<file path="src/rtl/bwd_pkg.sv">
`timescale 1ns / 1ps
package bwd_pkg;

	localparam int MAX_WORD_CHARS = 16;
	localparam int BUCKET_SLOTS   = 8;
	localparam int LETTER_ROWS    = 26;
	localparam int BUCKET_COLS    = 27;
	localparam int HYPHEN_COL     = 26;
	localparam int NUM_BUCKETS    = LETTER_ROWS * BUCKET_COLS;

	localparam int LEN_W     = $clog2(MAX_WORD_CHARS + 1);
	localparam int IDX_W     = $clog2(MAX_WORD_CHARS);
	localparam int FILL_W    = $clog2(BUCKET_SLOTS + 1);
	localparam int BKT_AW    = $clog2(NUM_BUCKETS);
	localparam int ENT_DEPTH = NUM_BUCKETS * BUCKET_SLOTS;
	localparam int ENT_AW    = $clog2(ENT_DEPTH);
	localparam int WORD_W    = MAX_WORD_CHARS * 8;
	localparam int ENT_W     = LEN_W + WORD_W;

	localparam logic [7:0] CH_HYPHEN = 8'h2d;
	localparam logic [7:0] CH_HASH   = 8'h23;
	localparam logic [7:0] CH_A      = 8'h61;
	localparam logic [7:0] CH_SPACE  = 8'h20;
	localparam logic [7:0] CH_TAB    = 8'h09;
	localparam logic [7:0] CH_NL     = 8'h0a;
	localparam logic [7:0] CH_NUL    = 8'h00;

	typedef enum logic [1:0] {
		OP_INSERT = 2'd0,
		OP_LOOKUP = 2'd1,
		OP_CLEAR  = 2'd2,
		OP_RSVD   = 2'd3
	} op_t;

	typedef enum logic [3:0] {
		ST_ADDED     = 4'd0,
		ST_FOUND     = 4'd1,
		ST_NOT_FOUND = 4'd2,
		ST_DUPLICATE = 4'd3,
		ST_EMPTY     = 4'd4,
		ST_TOO_SHORT = 4'd5,
		ST_TOO_LONG  = 4'd6,
		ST_INVALID   = 4'd7,
		ST_FULL      = 4'd8,
		ST_CLEARED   = 4'd9
	} status_t;

	typedef enum logic [1:0] {
		ERR_NONE       = 2'd0,
		ERR_INVALID    = 2'd1,
		ERR_OVERFLOW   = 2'd2,
		ERR_OVF_INVAL  = 2'd3
	} err_t;

	typedef enum logic [1:0] {
		CMD_DIRECT = 2'd0,
		CMD_CLEAR  = 2'd1,
		CMD_INSERT = 2'd2,
		CMD_LOOKUP = 2'd3
	} kind_t;

	typedef enum logic [2:0] {
		B_INIT,
		B_IDLE,
		B_FILL,
		B_ERD,
		B_ECMP,
		B_CLR,
		B_OUT
	} bstate_t;

	typedef struct packed {
		kind_t                            kind;
		status_t                          status;
		logic [BKT_AW-1:0]                bucket;
		logic [LEN_W-1:0]                 len;
		logic [MAX_WORD_CHARS-1:0][7:0]   word;
	} cmd_t;

endpackage

</file>
<file path="src/rtl/bwd_queue.sv">
`timescale 1ns / 1ps
module bwd_queue
	import bwd_pkg::*;
(
	input  logic clk,
	input  logic arst_n,
	input  logic push,
	input  cmd_t push_cmd,
	output logic in_ready,
	input  logic pop,
	output logic out_valid,
	output cmd_t out_cmd
);

	cmd_t       slot_q [2];
	logic       wr_q, rd_q;
	logic [1:0] cnt_q;

	assign in_ready  = (cnt_q != 2'd2);
	assign out_valid = (cnt_q != 2'd0);
	assign out_cmd   = slot_q[rd_q];

	always_ff @(posedge clk) begin
		if (push) begin
			slot_q[wr_q] <= push_cmd;
		end
	end

	always_ff @(posedge clk or negedge arst_n) begin
		if (!arst_n) begin
			wr_q  <= 1'b0;
			rd_q  <= 1'b0;
			cnt_q <= 2'd0;
		end else begin
			if (push) wr_q <= ~wr_q;
			if (pop) rd_q <= ~rd_q;
			cnt_q <= cnt_q + 2'(push) - 2'(pop);
		end
	end

endmodule

</file>
<file path="config.mk">
export PLATFORM = sky130hd
export DESIGN_NAME = bwd_queue
export DESIGN_NICKNAME = d
export VERILOG_FILES = /design/src/rtl/bwd_pkg.sv /design/src/rtl/bwd_queue.sv
export SDC_FILE = /design/constraint.sdc
export NUM_CORES = 1
export LEC_CHECK = 0
export ABC_AREA = 0
export BUFFER_PORTS_ARGS = -buffer_cell sky130_fd_sc_hd__buf_2
export CORE_MARGIN = 2
export CORE_UTILIZATION = 32
export DETAILED_ROUTE_END_ITERATION = 10
export PLACE_DENSITY = 0.54
export SYNTH_ARGS = -nofsm -noshare
export SYNTH_HDL_FRONTEND = slang
export SYNTH_SLANG_ARGS = --single-unit
</file>
<file path="constraint.sdc">
create_clock -name clk -period 9.56 [get_ports clk]
set_input_delay 0.956 -clock clk [delete_from_list [all_inputs] [get_ports clk]]
set_output_delay 0.956 -clock clk [all_outputs]
set_load 0.05 [all_outputs]
</file>
======== After elaboration in Yosys (flattened, before gate mapping) ========
Memory sizes are Yosys's and may differ from the RTL's.
Cells that the tools add are included.
operators by class
  $add $sub $neg .......................... 2
  equal/unequal tests ..................... 1
  mux-type cells .......................... 2
  bitwise operators ....................... 2
  reduce and logical (&&, ||, !) cells .... 1
operators by type and width
  cell                                         number
  2-bit by 1-bit adder with 2-bit output       1
  1-bit 2-to-1 mux                             2
  2-bit != test, second input constant         1
  1-bit NOT                                    2
  2-bit nonzero test                           1
  2-bit by 1-bit subtractor with 2-bit output  1
storage, ports and cells
  bits in registers ....................... 4
  memory bits (writable) .................. 298
  output and inout bits ................... 151
  word-level logic and storage cells ...... 12
  memories ................................ 1
memories
  memory  words  bits a word  rd ports  clocked after Yosys merged registers in  write ports  line             RTL
  slot_q  2      149          1         0                                        1            bwd_queue.sv:15  cmd_t slot_q [2];

======== Depth between registers and ports, before layout ========
Gate-level depths: netlist (run 1).
  depth in word-level cells ............... 2
  depth in mapped cells ................... 5
  gate-level depth less buffers ........... 5

======== Least setup slack after synthesis (run 1) ========
No wires, ideal clock.
  path type ............................... in2reg
  start ................................... input port push
  end ..................................... memory slot_q[0][0] (netlist name) (enable)
  setup time .............................. 0.677 ns
  data arrival time ....................... 7.401 ns
  required time ........................... 8.883 ns
  slack ................................... 1.482 ns
  cell stages on the path ................. 1
  buffers on the path ..................... 0
  cells stage by stage .................... nor2b_1
on the way
  longest elaborated chain between the ends .. 2
RTL lines
  element                                 line             RTL
  start: declaration                      bwd_queue.sv:7   input logic push,
  1-bit 2-to-1 mux                        bwd_queue.sv:24  if (push) begin
  1-bit 2-to-1 mux (not written as such)  bwd_queue.sv:25  slot_q[wr_q] <= push_cmd;
  end: declaration                        bwd_queue.sv:15
No other way between the ends.

==> results.md, run 1 <==
- Initial antenna violation count: 3
- Seq cells post-synth: 302
- 1st-iter DRT viols: 186
- Leakage power total: 5.645 nW
- Final Max Tran Viols: 0
- Commonest cells in the netlist: edfxtp_1, mux2_4, mux2_2
- Worst vdd ir: 0.1929 mV
- Final Setup Violations: 0
- Hold Vio Cnt, Final: 0
- Fin crit share: 40.43%
- H-Tree Depth: 2
- Post-route DRC: 0
- Final Wtd Congestion: 0.6945
- Worst min-delay path category: primary input to asynchronous set/reset pin
- Core Footprint: 35310 sq um
- First-pass GRT wire length: 33240 um
- Boundary Pins: 304
- DP Cell Count: 1232
- CTS Buf Count: 34
- Most frequent cell after synthesis: edfxtp_1
- Unrepaired setup endpoints after global routing: no
- Power Total: 5.152 mW
- Max Buffers Root-to-Sink: 3
- Reg-to-Reg Start: wr_q
- Synth area leaders: edfxtp_1, mux2_4, mux2_2, buf_6, dfrtp_1
- DP Worst Slack: 6.149 ns
- Share of layout cells above drive strength 1: 60.80%
- Filler cells: 3240
- Post-DRT Antenna Nets: 0
- Period minus WS final: 3.865 ns
- Detailed Place HPWL: 14850 um
- Seq/Total Area, Yosys: 79.62%
- Setup TNS: 0 ns
- Crit. Startpoint: rd_q
- M1 GR Usage: 15.08%
- Routed len/inst: 17.71 um
- Syn Inst Count: 479
- Skew-Pair Late Insertion Delay: 0.51 ns
- Vias in the first global route: 5646
- Setup Skew: 0.01945 ns
- Area of the multi-input gates: 2155 sq um
- Resized Gates After CTS: 0
- Mean Syn Cell Area: 23.73 sq um
- Most frequently used flop master after synthesis: edfxtp_1
- Yosys top cell by area: edfxtp_1
- Register area: 9052 sq um
- Global routing usage on met2: 18.51%
- Die height: 192.5 um
- Reg clk slew, reported paths: 0.06 ns
- Cell area after synthesis: 11360 sq um
- Post-synth EDFFs: 298
- Fin cells: 1292
- Worst Tran Pin Value: 1.068 ns
- CTS Root Buffer Type: clkbuf_16
- PD cells: 357.8 nW/um^2
- Syn. warnings: 0
- Cell variety after synth: 15
- GR Util met3: 4.892%
- Fraction of registers with async set/reset: 1.325%
- Syn Nets: 634
- Remaining global-route overflow: 0
- DP Area: 13350 sq um
- Max Cap Viol: 0
- CP endpoint kind: output pin
- Final WS setup: 5.695 ns
- Die Footprint: 37040 sq um
- # rows: 69
- Sink Count: 302
- Setup CP Type: register to output pin
- Area grow syn2layout: 26.68%
- Arrival time worst endpoint: 2.91 ns
- WP data required: 8.60 ns
- Hold_buf cts: 0
- Share of the synthesized area in the top cell type: 78.74%
- Vias/cell: 4.302
- Die extent in x: 192.5 um
- # port buffers: 303
- Final #Nets: 962
- Starting density of the core: 32.19%
- Status: finished, final reports clean
- Fmax: 258.7 MHz
- Slew HR: 28.78%
- CP Max Fanout: 58
- Routed WL: 22880 um
- Via count: 5558
- GRT Max-Usage Layer: met2
- TritonRoute pass-1 iters: 5
- GRT Overall Usage: 11.91%
- CP startpoint kind: register
- Largest net degree at the start of global routing: 70
- Final Cell Area: 14400 sq um
- Post-CTS setup buffers: 0
- CTS tree: yes
[area by class of cell]
| class | instances | area share [%] |
|---|---|---|
| timing repair buffer | 309 | 10.85 |
| inverter | 2 | 0.05215 |
| antenna | 2 | 0.03476 |
| clock buffer | 48 | 6.718 |
| multi-input combinational | 158 | 14.97 |
| clock inverter | 10 | 0.4954 |
| sequential | 302 | 62.88 |
| tap | 461 | 4.007 |
[critical path, cell delays in order, from the launching register on]
cell and delay, ns:
dfrtp_4 0.81, buf_4 0.85, mux2_2 0.43, buf_2 0.22
[final timing paths]
kind	end	slack, ns	depth (start not counted)
setup reg to reg	slot_q[0][47]	7.11	2
min in group clk	wr_q	0.55	1
max in group asynchronous	rd_q	9.16	1
hold reg to reg	wr_q	0.55	1
setup / recovery	out_cmd[28]	5.70	3
hold / removal	rd_q	0.25	1
[cell families (layout without fill, tap and decap cells)]
group | count (synthesis) | in the layout | share of synthesized area, %
other cells | 0 | 2 | 0
fa+ha+maj | 2 | 2 | 0.2202
simple gates | 4 | 4 | 0.2203
mux | 149 | 149 | 18.07
flops | 302 | 302 | 79.62
buf+inv | 19 | 369 | 1.508
xor+xnor | 3 | 3 | 0.3633
[where the power goes]
group          leakage, nW  internal [mW]  total (mW)  switching [mW]
Combinational         2.30          0.632        2.08            1.45
Clock                0.503          0.729        1.22           0.487
Sequential            2.84           1.76        1.85          0.0933
Total                 5.65           3.12        5.15            2.03
[cell usage in the layout, fill, tap and decap left out]
cell	count
and2_4	1
buf_2	303
buf_4	6
bufinv_16	1
clkbuf_1	11
clkbuf_16	37
clkinv_1	5
clkinv_2	3
clkinvlp_4	1
dfrtp_1	3
dfrtp_4	1
diode_2	2
edfxtp_1	298
ha_1	2
inv_1	2
mux2_2	49
mux2_4	100
nand2b_1	1
nor2b_4	1
or2_2	1
xor2_1	2
xor3_1	1
[metal layers]
metal  share of wire (%)  vias to the layer above  routed length [um]
li1                    -                     2570                   -
met1                  42                     2733                9559
met2                  47                      211               10680
met3                 9.4                       42                2148
met4                 2.1                        2                 471
met5               0.057                        -                  13
[state kept, by name (all words and copies together), names as in the netlist]
name,cells
wr_q,1
slot_q,298
rd_q,1
cnt_q,2
[metrics by stage]
| stage | hold WS [ns] | utilization [%] |
|---|---|---|
| after CTS | 0.2106 | 40.76 |
| after detailed placement | 0.5330 | 37.82 |
| after floorplan | 0.4555 | - |
| final | 0.2454 | 40.77 |
| after global routing | 0.2167 | 40.76 |
| after global placement | 0.5282 | 37.82 |
No activity file was read; power rests on OpenSTA's default activity.
==> run 2, diff against run 1 <==
--- a/config.mk
+++ b/config.mk
@@ -10,7 +10,7 @@
 export CORE_MARGIN = 2
 export CORE_UTILIZATION = 32
 export DETAILED_ROUTE_END_ITERATION = 10
-export PLACE_DENSITY = 0.54
+export PLACE_DENSITY = 0.56
 export SYNTH_ARGS = -nofsm -noshare
 export SYNTH_HDL_FRONTEND = slang
 export SYNTH_SLANG_ARGS = --single-unit
==> constraint.sdc (replaced) <==
create_clock -name clk -period 3.5 [get_ports clk]
set_input_delay 0.35 -clock clk [delete_from_list [all_inputs] [get_ports clk]]
set_output_delay 0.35 -clock clk [all_outputs]
set_load 0.05 [all_outputs]
==> results.md, run 2 (synthesis gave the netlist of run 1 again) <==
- Status: finished, final reports clean
- Routed len/inst: 16.38 um (-7.5%)
- CP Max Fanout: 40 (-31%)
- Critical Path End: out_cmd[141]
- FF-to-FF End: slot_q[0][112]
- Post-DRT Antenna Nets: 0 (unchanged)
- Reg clk slew, reported paths: 0.06 ns (about the same)
- TritonRoute pass-1 iters: 4 (-1)
- Die Footprint: 37040 sq um (unchanged)
- Final Wtd Congestion: 0.6771 (-2.5%)
- Max Cap Viol: 0 (unchanged)
- Filler cells: 3100 (-4.3%)
- Post-route DRC: 0 (unchanged)
- Reg-to-Reg Start: wr_q
- Worst vdd ir: 0.4641 mV (+140%)
- 1st-iter DRT viols: 267 (+44%)
- Hold Vio Cnt, Final: 0 (unchanged)
- CP endpoint kind: output pin
- Core Footprint: 35310 sq um (unchanged)
- CTS Buf Count: 34 (unchanged)
- Detailed Place HPWL: 14510 um (-2.3%)
- Starting density of the core: 32.19% (unchanged)
- CTS tree: yes
- Share of layout cells above drive strength 1: 52.89% (-7.9 points)
- # rows: 69 (unchanged)
- PD cells: 901.7 nW/um^2 (+150%)
- Die height: 192.5 um (unchanged)
- Initial antenna violation count: 1 (-2)
- WP data required: 3.15 ns (-5.45 ns)
- Worst Tran Pin Value: 0.9720 ns (-0.09634 ns)
- GRT Overall Usage: 12.34% (+0.42 points)
- Area grow syn2layout: 39.65%
- Worst hold slack: 0.03469 ns (-0.2107 ns)
- Routed WL: 23460 um (+2.6%)
- Fmax: 353.4 MHz
- Vias in the first global route: 6321 (+12%)
- R2r setup slk: 1.78 ns (-5.33 ns)
- Top reg by flops: slot_q
- Final Max Tran Viols: 0 (unchanged)
- Resized Gates After CTS: 0 (unchanged)
- Setup TNS: 0 ns (unchanged)
- Fin crit share: 80.85%
- Remaining global-route overflow: 0 (unchanged)
- Unrepaired setup endpoints after global routing: no
- Setup CP Type: register to output pin
- Boundary Pins: 304 (unchanged)
- Final Setup Violations: 0 (unchanged)
- First-pass GRT wire length: 34620 um (+4.2%)
- Largest register FFs: 298 (unchanged)
- Sink Count: 302 (unchanged)
- Top Registers: slot_q x298, cnt_q x2
- Worst min-delay path category: primary input to register
- Via count: 6041 (+8.7%)
- Die extent in x: 192.5 um (unchanged)
- Setup Skew: 0.02842 ns (+0.008971 ns)
- H-Tree Depth: 2 (unchanged)
- Final #Nets: 1102 (+15%)
- Period minus WS final: 2.830 ns
- Crit. Startpoint: rd_q
- Skew-Pair Late Insertion Delay: 0.53 ns (+0.02 ns)
- Final Cell Area: 15870 sq um (+10%)
- # port buffers: 303 (unchanged)
- CTS Root Buffer Type: clkbuf_16
- Vias/cell: 4.219 (-1.9%)
- DP Area: 13440 sq um (+0.64%)
- Arrival time worst endpoint: 2.48 ns (-0.43 ns)
- Largest net degree at the start of global routing: 123 (+76%)
- Leakage power total: 6.268 nW (+11%)
- Max Buffers Root-to-Sink: 3 (unchanged)
- CP startpoint kind: register
- Commonest non-fill, non-tap cells in the layout: buf_2, edfxtp_1, dlygate4sd3_1
- Reg2Reg Depth: 2 (unchanged)
- Most common cell after layout, fill and taps aside: buf_2
- Slew HR: 35.20% (+6.4 points)
## run 2: worst max-delay path, stage by stage, from the launching register on
cell	delay (ns)
dfrtp_4	0.93
buf_4	0.41
mux2_2	0.38
buf_2	0.21
## run 2: layout make-up
cell class,instances,area (sq um),area share (%)
flip-flops and latches,302,9052,57.04
repair buffers,449,3018,19.02
multi-input cells,158,2155,13.58
clock buffers,42,944.7,5.952
well taps,461,576.8,3.635
clock inverters,17,113.9,0.7174
inverters,2,7.507,0.04730
diodes,1,2.502,0.01577
## run 2: report_power, final
part	switching, mW	internal (mW)	total (mW)
sequential	0.283	4.80	5.09
clock	1.37	1.99	3.36
combinational	3.99	1.87	5.86
## run 2: worst min path at each step
| stage | slack (ns) | start | to | cells past startpoint |
|---|---|---|---|---|
| after floorplan | 0.05 | arst_n | cnt_q[0] | 0 |
| after CTS | 0.0006 | push_cmd[60] | slot_q[1][60] | 1 |
| after global placement | 0.17 | arst_n | cnt_q[0] | 1 |
| after detailed placement | 0.17 | arst_n | cnt_q[0] | 1 |
| after global routing | 0.01 | push_cmd[69] | slot_q[1][69] | 1 |
| final | 0.03 | push_cmd[18] | slot_q[0][18] | 1 |
## run 2: layer usage
metal	GRT usage [%]	vias up	routed length, um
met3	4.001	44	1849
met4	5.843	0	640
met1	14.92	2938	9613
met5	0	-	0
met2	19.98	208	11360
li1	-	2851	-
## run 2: repair_timing
| action | 4_1_cts | 5_1_grt |
|---|---|---|
| hold endpoints to repair | 274 | 0 |
| hold buffers | 137 | 0 |
| buffers inserted | 0 | 0 |
## run 2: stage by stage
stage	util [%]	setup slack, ns	total power, mW	instances
2_1_floorplan	-	0.4420	9.839	479
3_3_place_gp	38.06	1.230	10.97	1235
3_5_place_dp	38.06	1.208	10.99	1235
4_1_cts	44.94	0.6108	14.52	1431
5_1_grt	44.95	0.5519	14.91	1432
6_report	44.95	0.6702	14.31	1432
