### config.mk
export PLATFORM = sky130hd
export DESIGN_NAME = bwd_front
export DESIGN_NICKNAME = d
export VERILOG_FILES = /design/src/rtl/bwd_pkg.sv /design/src/rtl/bwd_front.sv
export SDC_FILE = /design/constraint.sdc
export NUM_CORES = 1
export LEC_CHECK = 0
export BUFFER_PORTS_ARGS = -buffer_cell sky130_fd_sc_hd__buf_4
export CORE_MARGIN = 2
export CORE_UTILIZATION = 52
export CTS_BUF_LIST = sky130_fd_sc_hd__clkbuf_8
export CTS_CLUSTER_DIAMETER = 100
export DETAILED_ROUTE_END_ITERATION = 7
export GPL_ROUTABILITY_DRIVEN = 0
export GPL_TIMING_DRIVEN = 0
export PLACE_DENSITY = 0.79
export RECOVER_POWER = 100
export SLEW_MARGIN = 0
export SYNTH_ARGS = -nofsm -noshare
export SYNTH_HDL_FRONTEND = slang
export SYNTH_SLANG_ARGS = --single-unit
### constraint.sdc
create_clock -name clk -period 9.95 [get_ports clk]
set_clock_uncertainty 0.15 [all_clocks]
set_input_delay 1.99 -clock clk [delete_from_list [all_inputs] [get_ports clk]]
set_output_delay 1.99 -clock clk [all_outputs]
set_load 0.1 [all_outputs]
### src/rtl/bwd_pkg.sv
`timescale 1ns / 1ps
package bwd_pkg;

	localparam int MAX_WORD_CHARS = 16;
	localparam int BUCKET_SLOTS   = 8;
	localparam int LETTER_ROWS    = 26;
	localparam int BUCKET_COLS    = 27;
	localparam int HYPHEN_COL     = 26;
	localparam int NUM_BUCKETS    = LETTER_ROWS * BUCKET_COLS;

	localparam int LEN_W     = $clog2(MAX_WORD_CHARS + 1);
	localparam int IDX_W     = $clog2(MAX_WORD_CHARS);
	localparam int FILL_W    = $clog2(BUCKET_SLOTS + 1);
	localparam int BKT_AW    = $clog2(NUM_BUCKETS);
	localparam int ENT_DEPTH = NUM_BUCKETS * BUCKET_SLOTS;
	localparam int ENT_AW    = $clog2(ENT_DEPTH);
	localparam int WORD_W    = MAX_WORD_CHARS * 8;
	localparam int ENT_W     = LEN_W + WORD_W;

	localparam logic [7:0] CH_HYPHEN = 8'h2d;
	localparam logic [7:0] CH_HASH   = 8'h23;
	localparam logic [7:0] CH_A      = 8'h61;
	localparam logic [7:0] CH_SPACE  = 8'h20;
	localparam logic [7:0] CH_TAB    = 8'h09;
	localparam logic [7:0] CH_NL     = 8'h0a;
	localparam logic [7:0] CH_NUL    = 8'h00;

	typedef enum logic [1:0] {
		OP_INSERT = 2'd0,
		OP_LOOKUP = 2'd1,
		OP_CLEAR  = 2'd2,
		OP_RSVD   = 2'd3
	} op_t;

	typedef enum logic [3:0] {
		ST_ADDED     = 4'd0,
		ST_FOUND     = 4'd1,
		ST_NOT_FOUND = 4'd2,
		ST_DUPLICATE = 4'd3,
		ST_EMPTY     = 4'd4,
		ST_TOO_SHORT = 4'd5,
		ST_TOO_LONG  = 4'd6,
		ST_INVALID   = 4'd7,
		ST_FULL      = 4'd8,
		ST_CLEARED   = 4'd9
	} status_t;

	typedef enum logic [1:0] {
		ERR_NONE       = 2'd0,
		ERR_INVALID    = 2'd1,
		ERR_OVERFLOW   = 2'd2,
		ERR_OVF_INVAL  = 2'd3
	} err_t;

	typedef enum logic [1:0] {
		CMD_DIRECT = 2'd0,
		CMD_CLEAR  = 2'd1,
		CMD_INSERT = 2'd2,
		CMD_LOOKUP = 2'd3
	} kind_t;

	typedef enum logic [2:0] {
		B_INIT,
		B_IDLE,
		B_FILL,
		B_ERD,
		B_ECMP,
		B_CLR,
		B_OUT
	} bstate_t;

	typedef struct packed {
		kind_t                            kind;
		status_t                          status;
		logic [BKT_AW-1:0]                bucket;
		logic [LEN_W-1:0]                 len;
		logic [MAX_WORD_CHARS-1:0][7:0]   word;
	} cmd_t;

endpackage

### src/rtl/bwd_front.sv
`timescale 1ns / 1ps
module bwd_front
	import bwd_pkg::*;
(
	input  logic       clk,
	input  logic       arst_n,
	input  logic       accept,
	input  logic [1:0] op,
	input  logic [7:0] char_in,
	input  logic       last,
	output logic       push,
	output cmd_t       cmd
);

	logic [MAX_WORD_CHARS-1:0][7:0] word_q, word_n;
	logic [LEN_W-1:0] cnt_q, cnt_n;
	logic             stop_q, stop_n;
	err_t             pend_q, pend_n;
	logic             letter, upper;
	logic [7:0]       d0, d1, row, col;

	always_comb begin
		upper  = (char_in >= 8'h41) && (char_in <= 8'h5a);
		letter = upper || ((char_in >= CH_A) && (char_in <= 8'h7a));
		word_n = word_q;
		cnt_n  = cnt_q;
		stop_n = stop_q;
		pend_n = pend_q;
		if (!(stop_q || pend_q == ERR_INVALID || pend_q == ERR_OVF_INVAL)) begin
			if (letter || (char_in == CH_HYPHEN && cnt_q != '0)) begin
				if (pend_q != ERR_OVERFLOW) begin
					if (cnt_q < LEN_W'(MAX_WORD_CHARS)) begin
						word_n[cnt_q[IDX_W-1:0]] = upper ? char_in + 8'd32 : char_in;
						cnt_n = cnt_q + 1'b1;
					end else begin
						pend_n = ERR_OVERFLOW;
					end
				end
			end else if (char_in == CH_SPACE || char_in == CH_TAB) begin
				stop_n = stop_q;
			end else if (char_in == CH_HASH || char_in == CH_NUL || char_in == CH_NL) begin
				stop_n = 1'b1;
			end else begin
				pend_n = (pend_q == ERR_OVERFLOW) ? ERR_OVF_INVAL : ERR_INVALID;
			end
		end

		d0  = word_n[0] - CH_A;
		d1  = word_n[1] - CH_A;
		row = (d0 < 8'(LETTER_ROWS)) ? d0 : 8'd0;
		if (word_n[1] == CH_HYPHEN || d1 >= 8'(LETTER_ROWS)) begin
			col = 8'(HYPHEN_COL);
		end else begin
			col = d1;
		end

		cmd.word   = word_n;
		cmd.len    = cnt_n;
		cmd.bucket = BKT_AW'(row) * BKT_AW'(BUCKET_COLS) + BKT_AW'(col);
		cmd.kind   = CMD_DIRECT;
		cmd.status = ST_EMPTY;
		unique case (op_t'(op))
			OP_CLEAR: begin
				cmd.kind = CMD_CLEAR;
				cmd.status = ST_CLEARED;
			end
			OP_INSERT: begin
				if (pend_n == ERR_INVALID) cmd.status = ST_INVALID;
				else if (pend_n != ERR_NONE) cmd.status = ST_TOO_LONG;
				else if (cnt_n == '0) cmd.status = ST_EMPTY;
				else if (cnt_n == LEN_W'(1)) cmd.status = ST_TOO_SHORT;
				else cmd.kind = CMD_INSERT;
			end
			OP_LOOKUP: begin
				if (pend_n == ERR_INVALID || pend_n == ERR_OVF_INVAL) cmd.status = ST_INVALID;
				else if (cnt_n >= LEN_W'(2) && word_n[1] == CH_HYPHEN) cmd.status = ST_INVALID;
				else if (pend_n == ERR_OVERFLOW) cmd.status = ST_TOO_LONG;
				else if (cnt_n == '0) cmd.status = ST_EMPTY;
				else if (cnt_n == LEN_W'(1)) cmd.status = ST_TOO_SHORT;
				else cmd.kind = CMD_LOOKUP;
			end
			default: cmd.kind = CMD_DIRECT;
		endcase
		push = accept && last && (op_t'(op) != OP_RSVD);
	end

	always_ff @(posedge clk) begin
		if (accept) begin
			word_q <= word_n;
		end
	end

	always_ff @(posedge clk or negedge arst_n) begin
		if (!arst_n) begin
			cnt_q  <= '0;
			stop_q <= 1'b0;
			pend_q <= ERR_NONE;
		end else if (accept) begin
			if (last) begin
				cnt_q  <= '0;
				stop_q <= 1'b0;
				pend_q <= ERR_NONE;
			end else begin
				cnt_q  <= cnt_n;
				stop_q <= stop_n;
				pend_q <= pend_n;
			end
		end
	end

endmodule

======== Word-level counts from Yosys, hierarchy flattened ========
Cells that the tools add are included.
operators by class
  add/subtract/negate cells ............... 5
  div/mod/pow operators ................... 0
  mux-type cells .......................... 46
  magnitude comparators ................... 10
  bitwise logic cells ..................... 0
  eq/ne operators ......................... 20
  reduce and logical (&&, ||, !) cells .... 23
  shift-type cells ........................ 0
  multiply operators ...................... 1
operators by type and width
  cell                                                                          count
  128-bit two-way mux                                                           4
  128-bit bitwise mux                                                           1
  2-bit two-way mux                                                             17
  8-bit demux with 4-bit select                                                 1
  8-bit by 6-bit equality test with 1-bit output, second input constant         4
  8-bit two-way mux                                                             4
  5-bit two-way mux                                                             5
  4-bit two-way mux                                                             6
  8-bit by 4-bit equality test with 1-bit output, second input constant         2
  8-bit by 7-bit >= comparator with 1-bit output, second input constant         2
  8-bit by 7-bit <= comparator with 1-bit output, second input constant         2
  8-bit by 7-bit subtractor with 8-bit output, second input constant            2
  4-bit case mux with 3 select lines                                            1
  10-bit by 8-bit adder with 10-bit output                                      1
  2-bit equality test, second input constant                                    5
  8-bit by 5-bit multiplier with 10-bit output, second input constant           1
  2-bit inequality test, second input constant                                  5
  1-bit logical OR                                                              9
  8-bit by 6-bit adder with 8-bit output, second input constant                 1
  8-bit by 5-bit >= comparator with 1-bit output, second input constant         1
  8-bit zero test                                                               1
  8-bit by 5-bit less-than comparator with 1-bit output, second input constant  1
  1-bit logical AND                                                             7
  2-bit by 1-bit equality test with 1-bit output, second input constant         3
  other kinds (13)                                                              19
word-level totals
  bits of input ports ..................... 14
  bits in writable memories ............... 0
  register bits ........................... 136
  word-level logic and storage cells ...... 124
  memories kept ........................... 0
  output and inout bits ................... 150
  ROM bits ................................ 0
  latch bits .............................. 0

======== Depth between registers and ports, before layout ========
  depth after elaboration ................. 14
  gate-level depth with buffers ........... 31
  gate-level depth less buffers ........... 28

======== Worst setup path after synthesis ========
Ideal clock, no wire load.
  path type ............................... input-to-output
  from .................................... input port char_in[5]
  to ...................................... output port cmd[142] (netlist name)
  slack ................................... -1.950 ns
  data arrival time ....................... 9.760 ns
  cell stages on the path ................. 28
  cells stage by stage .................... ha_1 -> nor3b_1 -> nor3b_1 -> or3_1 -> buf_2 -> clkbuf_1 -> nand2_1 -> nand2_1 -> inv_1 -> ha_1 -> or3b_2 -> a21oi_1 -> nor3_1 -> or4_4 -> buf_6 -> nor2_1 -> ha_1 -> inv_1 -> fa_1 -> fa_1 -> inv_1 -> ha_1 -> inv_1 -> o21bai_1 -> a21oi_1 -> o21bai_1 -> a21oi_1 -> xnor2_1
RTL lines
  item         line             RTL
  from (decl)  bwd_front.sv:9   input logic [7:0] char_in,
  to (decl)    bwd_front.sv:12  output cmd_t cmd

==> run_results.csv <==
group,metric,value,unit
status,status,"complete, but fails checks",
status,failed_checks,"max-capacitance violations, max-slew violations",
placed_design,port_buffers,162,
min_path,min_from,"word_q[101]",
detailed_routing,drt_first_pass_iters,5,
clock_network,clkLatencyLatePin,0.45,ns
synth,ys_ff_latch,136,
clock_network,path_clk_slew,0.09,ns
worst_setup_path,criticalPathCategory,"input pin to primary output",
final_layout,syn_to_final_growth,27.9,%
pwr,leakagePower,3.94,nW
timing,maxSlewViolCount,133,
clock_network,htree_num_levels,4,
floorplan,io_pins,164,
clock_network,cts_tree,"done",
synth,syn_area,7890,um2
timing,hold_slack,0.393,ns
global_route,grtUsageTotal,0.258,
final_layout,fin_util,0.671,
global_route,grt_max_degree,77,
worst_setup_path,reg2reg_depth,11,
floorplan,start_util,0.525,
worst_setup_path,crit_arrival,7.60,ns
clock_network,cts_buffer_depth,2,
synth,async_reset_ff_frac,0.0588,
floorplan,die_x,127,um
clock_network,cts_hold_buf,0,
timing,slew-limit-headroom,-1.72,
detailed_routing,num_vias,6450,
detailed_routing,finalWirelength,21000,um
flow_run,max_cap_violations,2,
placed_design,dp_hpwl,14100,um
worst_setup_path,worstSetupEndpointType,"primary output",
final_layout,drive_above_1_share,0.186,
worst_setup_path,r2r_setup_slack,6.13,ns
timing,hold_viol,0,
pwr,power_density,210,nW/um2
worst_setup_path,crit_required,7.81,ns
floorplan,dieArea,16200,um2
global_route,grt_pass1_vias,6055,
floorplan,coreArea,15000,um2
timing,fmax,103,MHz
synth,ys.flop_type,"edfxtp_1",
min_path,min_to,"word_q[101]",
detailed_routing,route.detailed.drc,0,
timing,fin_crit,9.74,ns
detailed_routing,drtIter0Drc,696,
worst_setup_path,worstReg2RegEnd,"word_q[43]",
synth,yosysSeqAreaShare,0.513,
timing,setup_viol,0,
worst_setup_path,cp_max_fo,11,
floorplan,rows,45,
final_layout,antennaDiodeCount,0,
detailed_routing,ant_nets,0,
global_route,grt.overflow.total,0,
synth,ys_warn_count,0,
synth,synth_area_per_cell,11.1,um2
clock_network,cts.sinks,136,
synth,synth_edf_count,128,
detailed_routing,routed_via_density,5.69,
min_path,min_path_type,"flip-flop to flip-flop",
final_layout,nets,989,
global_route,antenna_found_initial,0,
clock_network,cts_root_buf,"clkbuf_8",
detailed_routing,wire_per_inst,18.5,um
synth,syn_inst,709,
timing,tightest_slew,4.08,ns
worst_setup_path,start_kind,"input pin",
worst_setup_path,max_stage_delay,0.58,ns
clock_network,cts_buffers,17,
min_path,hold_depth,1,
timing,fin_setup_tns,0,ns
floorplan,die_height,127,um
worst_setup_path,path_cells,"buf_4, or3_1, o2111ai_4, or3_4, buf_6, mux2i_4, ha_4, buf_4, nand4_1, and3_1, or4_4, buf_12, a21oi_4, fa_1, ha_4, fa_1, ha_4, a21oi_4, o21bai_1, a21oi_2, o21bai_1, a21oi_2, xnor2_4, buf_12",
global_route,grt_pass1_wl,32500,um
timing,finalCritPeriodShare,0.978,
synth,synthDistinctLibCells,66,
worst_setup_path,cp_slowest_cell,"or4_4",
worst_setup_path,crit_top_cell,"ha_4",
pwr,irDropWorstVdd,0.000224,V
worst_setup_path,r2r_start,"cnt_q[0]",
-- kinds of logic after synthesis --
family / after synthesis / share of synthesized area
AO/OA/AOI/OAI: 136 / 0.106
flip-flops: 136 / 0.513
adder cells (fa/ha/maj): 42 / 0.0799
multiplexers: 61 / 0.0852
buffers and inverters: 90 / 0.0460
other: 1 / 0.000475
XOR/XNOR: 20 / 0.0222
AND/OR/NAND/NOR: 223 / 0.148
-- metrics by stage --
| step | instance area (um2) | cells | worst slack (ns) | total power, mW |
|---|---|---|---|---|
| 6_report | 10100 | 1134 | 0.214 | 2.12 |
| 5_1_grt | 10100 | 1134 | -0.0570 | 2.20 |
| 4_1_cts | 10400 | 1111 | 0.0178 | 2.13 |
| 3_5_place_dp | 9600 | 1066 | -0.965 | 1.65 |
| 3_3_place_gp | 9570 | 1065 | -0.907 | 1.63 |
| 2_1_floorplan | 8110 | 715 | -0.197 | 1.47 |
-- synthesized netlist by cell type (3+ instances only) --
| master | n | area share |
|---|---|---|
| edfxtp_1 | 128 | 0.49 |
| nand2_1 | 86 | 0.041 |
| o21ai_0 | 72 | 0.046 |
| inv_1 | 49 | 0.023 |
| mux2_2 | 49 | 0.070 |
| nor2_1 | 30 | 0.014 |
| ha_1 | 28 | 0.044 |
| clkbuf_1 | 26 | 0.012 |
| nand2b_1 | 25 | 0.020 |
| a21oi_1 | 17 | 0.011 |
| nand3_1 | 16 | 0.010 |
| fa_1 | 14 | 0.036 |
| xnor2_1 | 14 | 0.016 |
| mux2i_1 | 12 | 0.015 |
| buf_2 | 11 | 0.0070 |
| nor3_1 | 11 | 0.0070 |
| a31oi_1 | 8 | 0.0063 |
| dfrtp_1 | 8 | 0.025 |
| nand4_1 | 8 | 0.0063 |
| xor2_1 | 6 | 0.0067 |
| nor3b_1 | 5 | 0.0048 |
| a21o_1 | 4 | 0.0038 |
| and3_1 | 4 | 0.0032 |
| o21bai_1 | 4 | 0.0038 |
| or2_1 | 4 | 0.0032 |
| or3_1 | 4 | 0.0032 |
| a211oi_1 | 3 | 0.0029 |
| and2b_1 | 3 | 0.0029 |
| nand4bb_1 | 3 | 0.0043 |
| nor4_1 | 3 | 0.0024 |
| nor4b_1 | 3 | 0.0033 |
| o211ai_1 | 3 | 0.0029 |
| o41ai_1 | 3 | 0.0033 |
| or4_1 | 3 | 0.0029 |
-- area by class of cell --
class	instances	area, um2
Buffer	40	219
Sequential cell	136	4040
Multi-Input combinational cell	489	4020
Clock inverter	15	136
Clock buffer	17	234
Tap cell	188	235
Fill cell	1199	4940
Timing Repair Buffer	200	1020
Inverter	49	186
-- metal layers --
layer  track usage  vias to the layer above  wire length, um
li1              -                     3021                -
met1         0.350                     3080             8820
met2         0.407                      300             9840
met3        0.0775                       49             1750
met4        0.0711                        0              554
met5             0                        -                0
-- critical path, delay by kind of cell --
family,cells,cell delay [ns]
buffers and inverters,5,0.86
and+or+nand+nor,5,1.42
xor gates and xnor gates,1,0.16
AOI/OAI and AO/OA,7,1.15
adders and majority gates,5,1.73
muxes,1,0.27
-- cells in the final DEF (no fill, tap or decap), drive strengths merged, types with 3 or more instances in the layout --
master,count
a21oi,19
nand4,8
o21bai,4
nand2,86
o41ai,3
xor2,6
conb,7
nor2,30
nand4bb,3
a21o,4
nand3,16
nor4b,4
fa,14
nor3b,5
o21ai,72
a31oi,8
buf,58
mux2,49
inv,57
or4,4
o211ai,3
a211oi,4
or2,6
nand2b,25
clkbuf,198
nor4,3
ha,28
mux2i,12
and2b,3
dfrtp,8
edfxtp,128
and3,4
clkinv,6
nor3,14
xnor2,14
or3,4
-- sequential cells by signal (all words and copies together), names as in the netlist --
signal and cells:
word_q 128, stop_q 1, pend_q 2, cnt_q 5
-- report_power, final --
| group | internal [mW] | leakage [nW] | switching (mW) |
|---|---|---|---|
| clock | 0.183 | 0.188 | 0.247 |
| sequential | 0.668 | 1.36 | 0.0157 |
| combinational | 0.255 | 2.39 | 0.755 |
-- how the worst max path moves through the flow --
stage,start,to,slack (ns),cells past startpoint
floorplan,char_in[1],cmd[142],-0.20,26
global placement,char_in[5],cmd[142],-0.91,28
detailed placement,char_in[5],cmd[142],-0.97,28
CTS,char_in[2],cmd[142],0.02,27
global route,char_in[5],cmd[142],-0.06,28
finish,char_in[2],cmd[142],0.21,24
-- timing repair --
item | 4_1_cts | 5_1_grt
gates resized for setup | 55 | 39
gates cloned | 1 | 0
setup endpoints to repair | 7 | 4
pin swaps | 22 | 38
buffers inserted | 12 | 24
No activity file was read; power rests on OpenSTA's default activity.
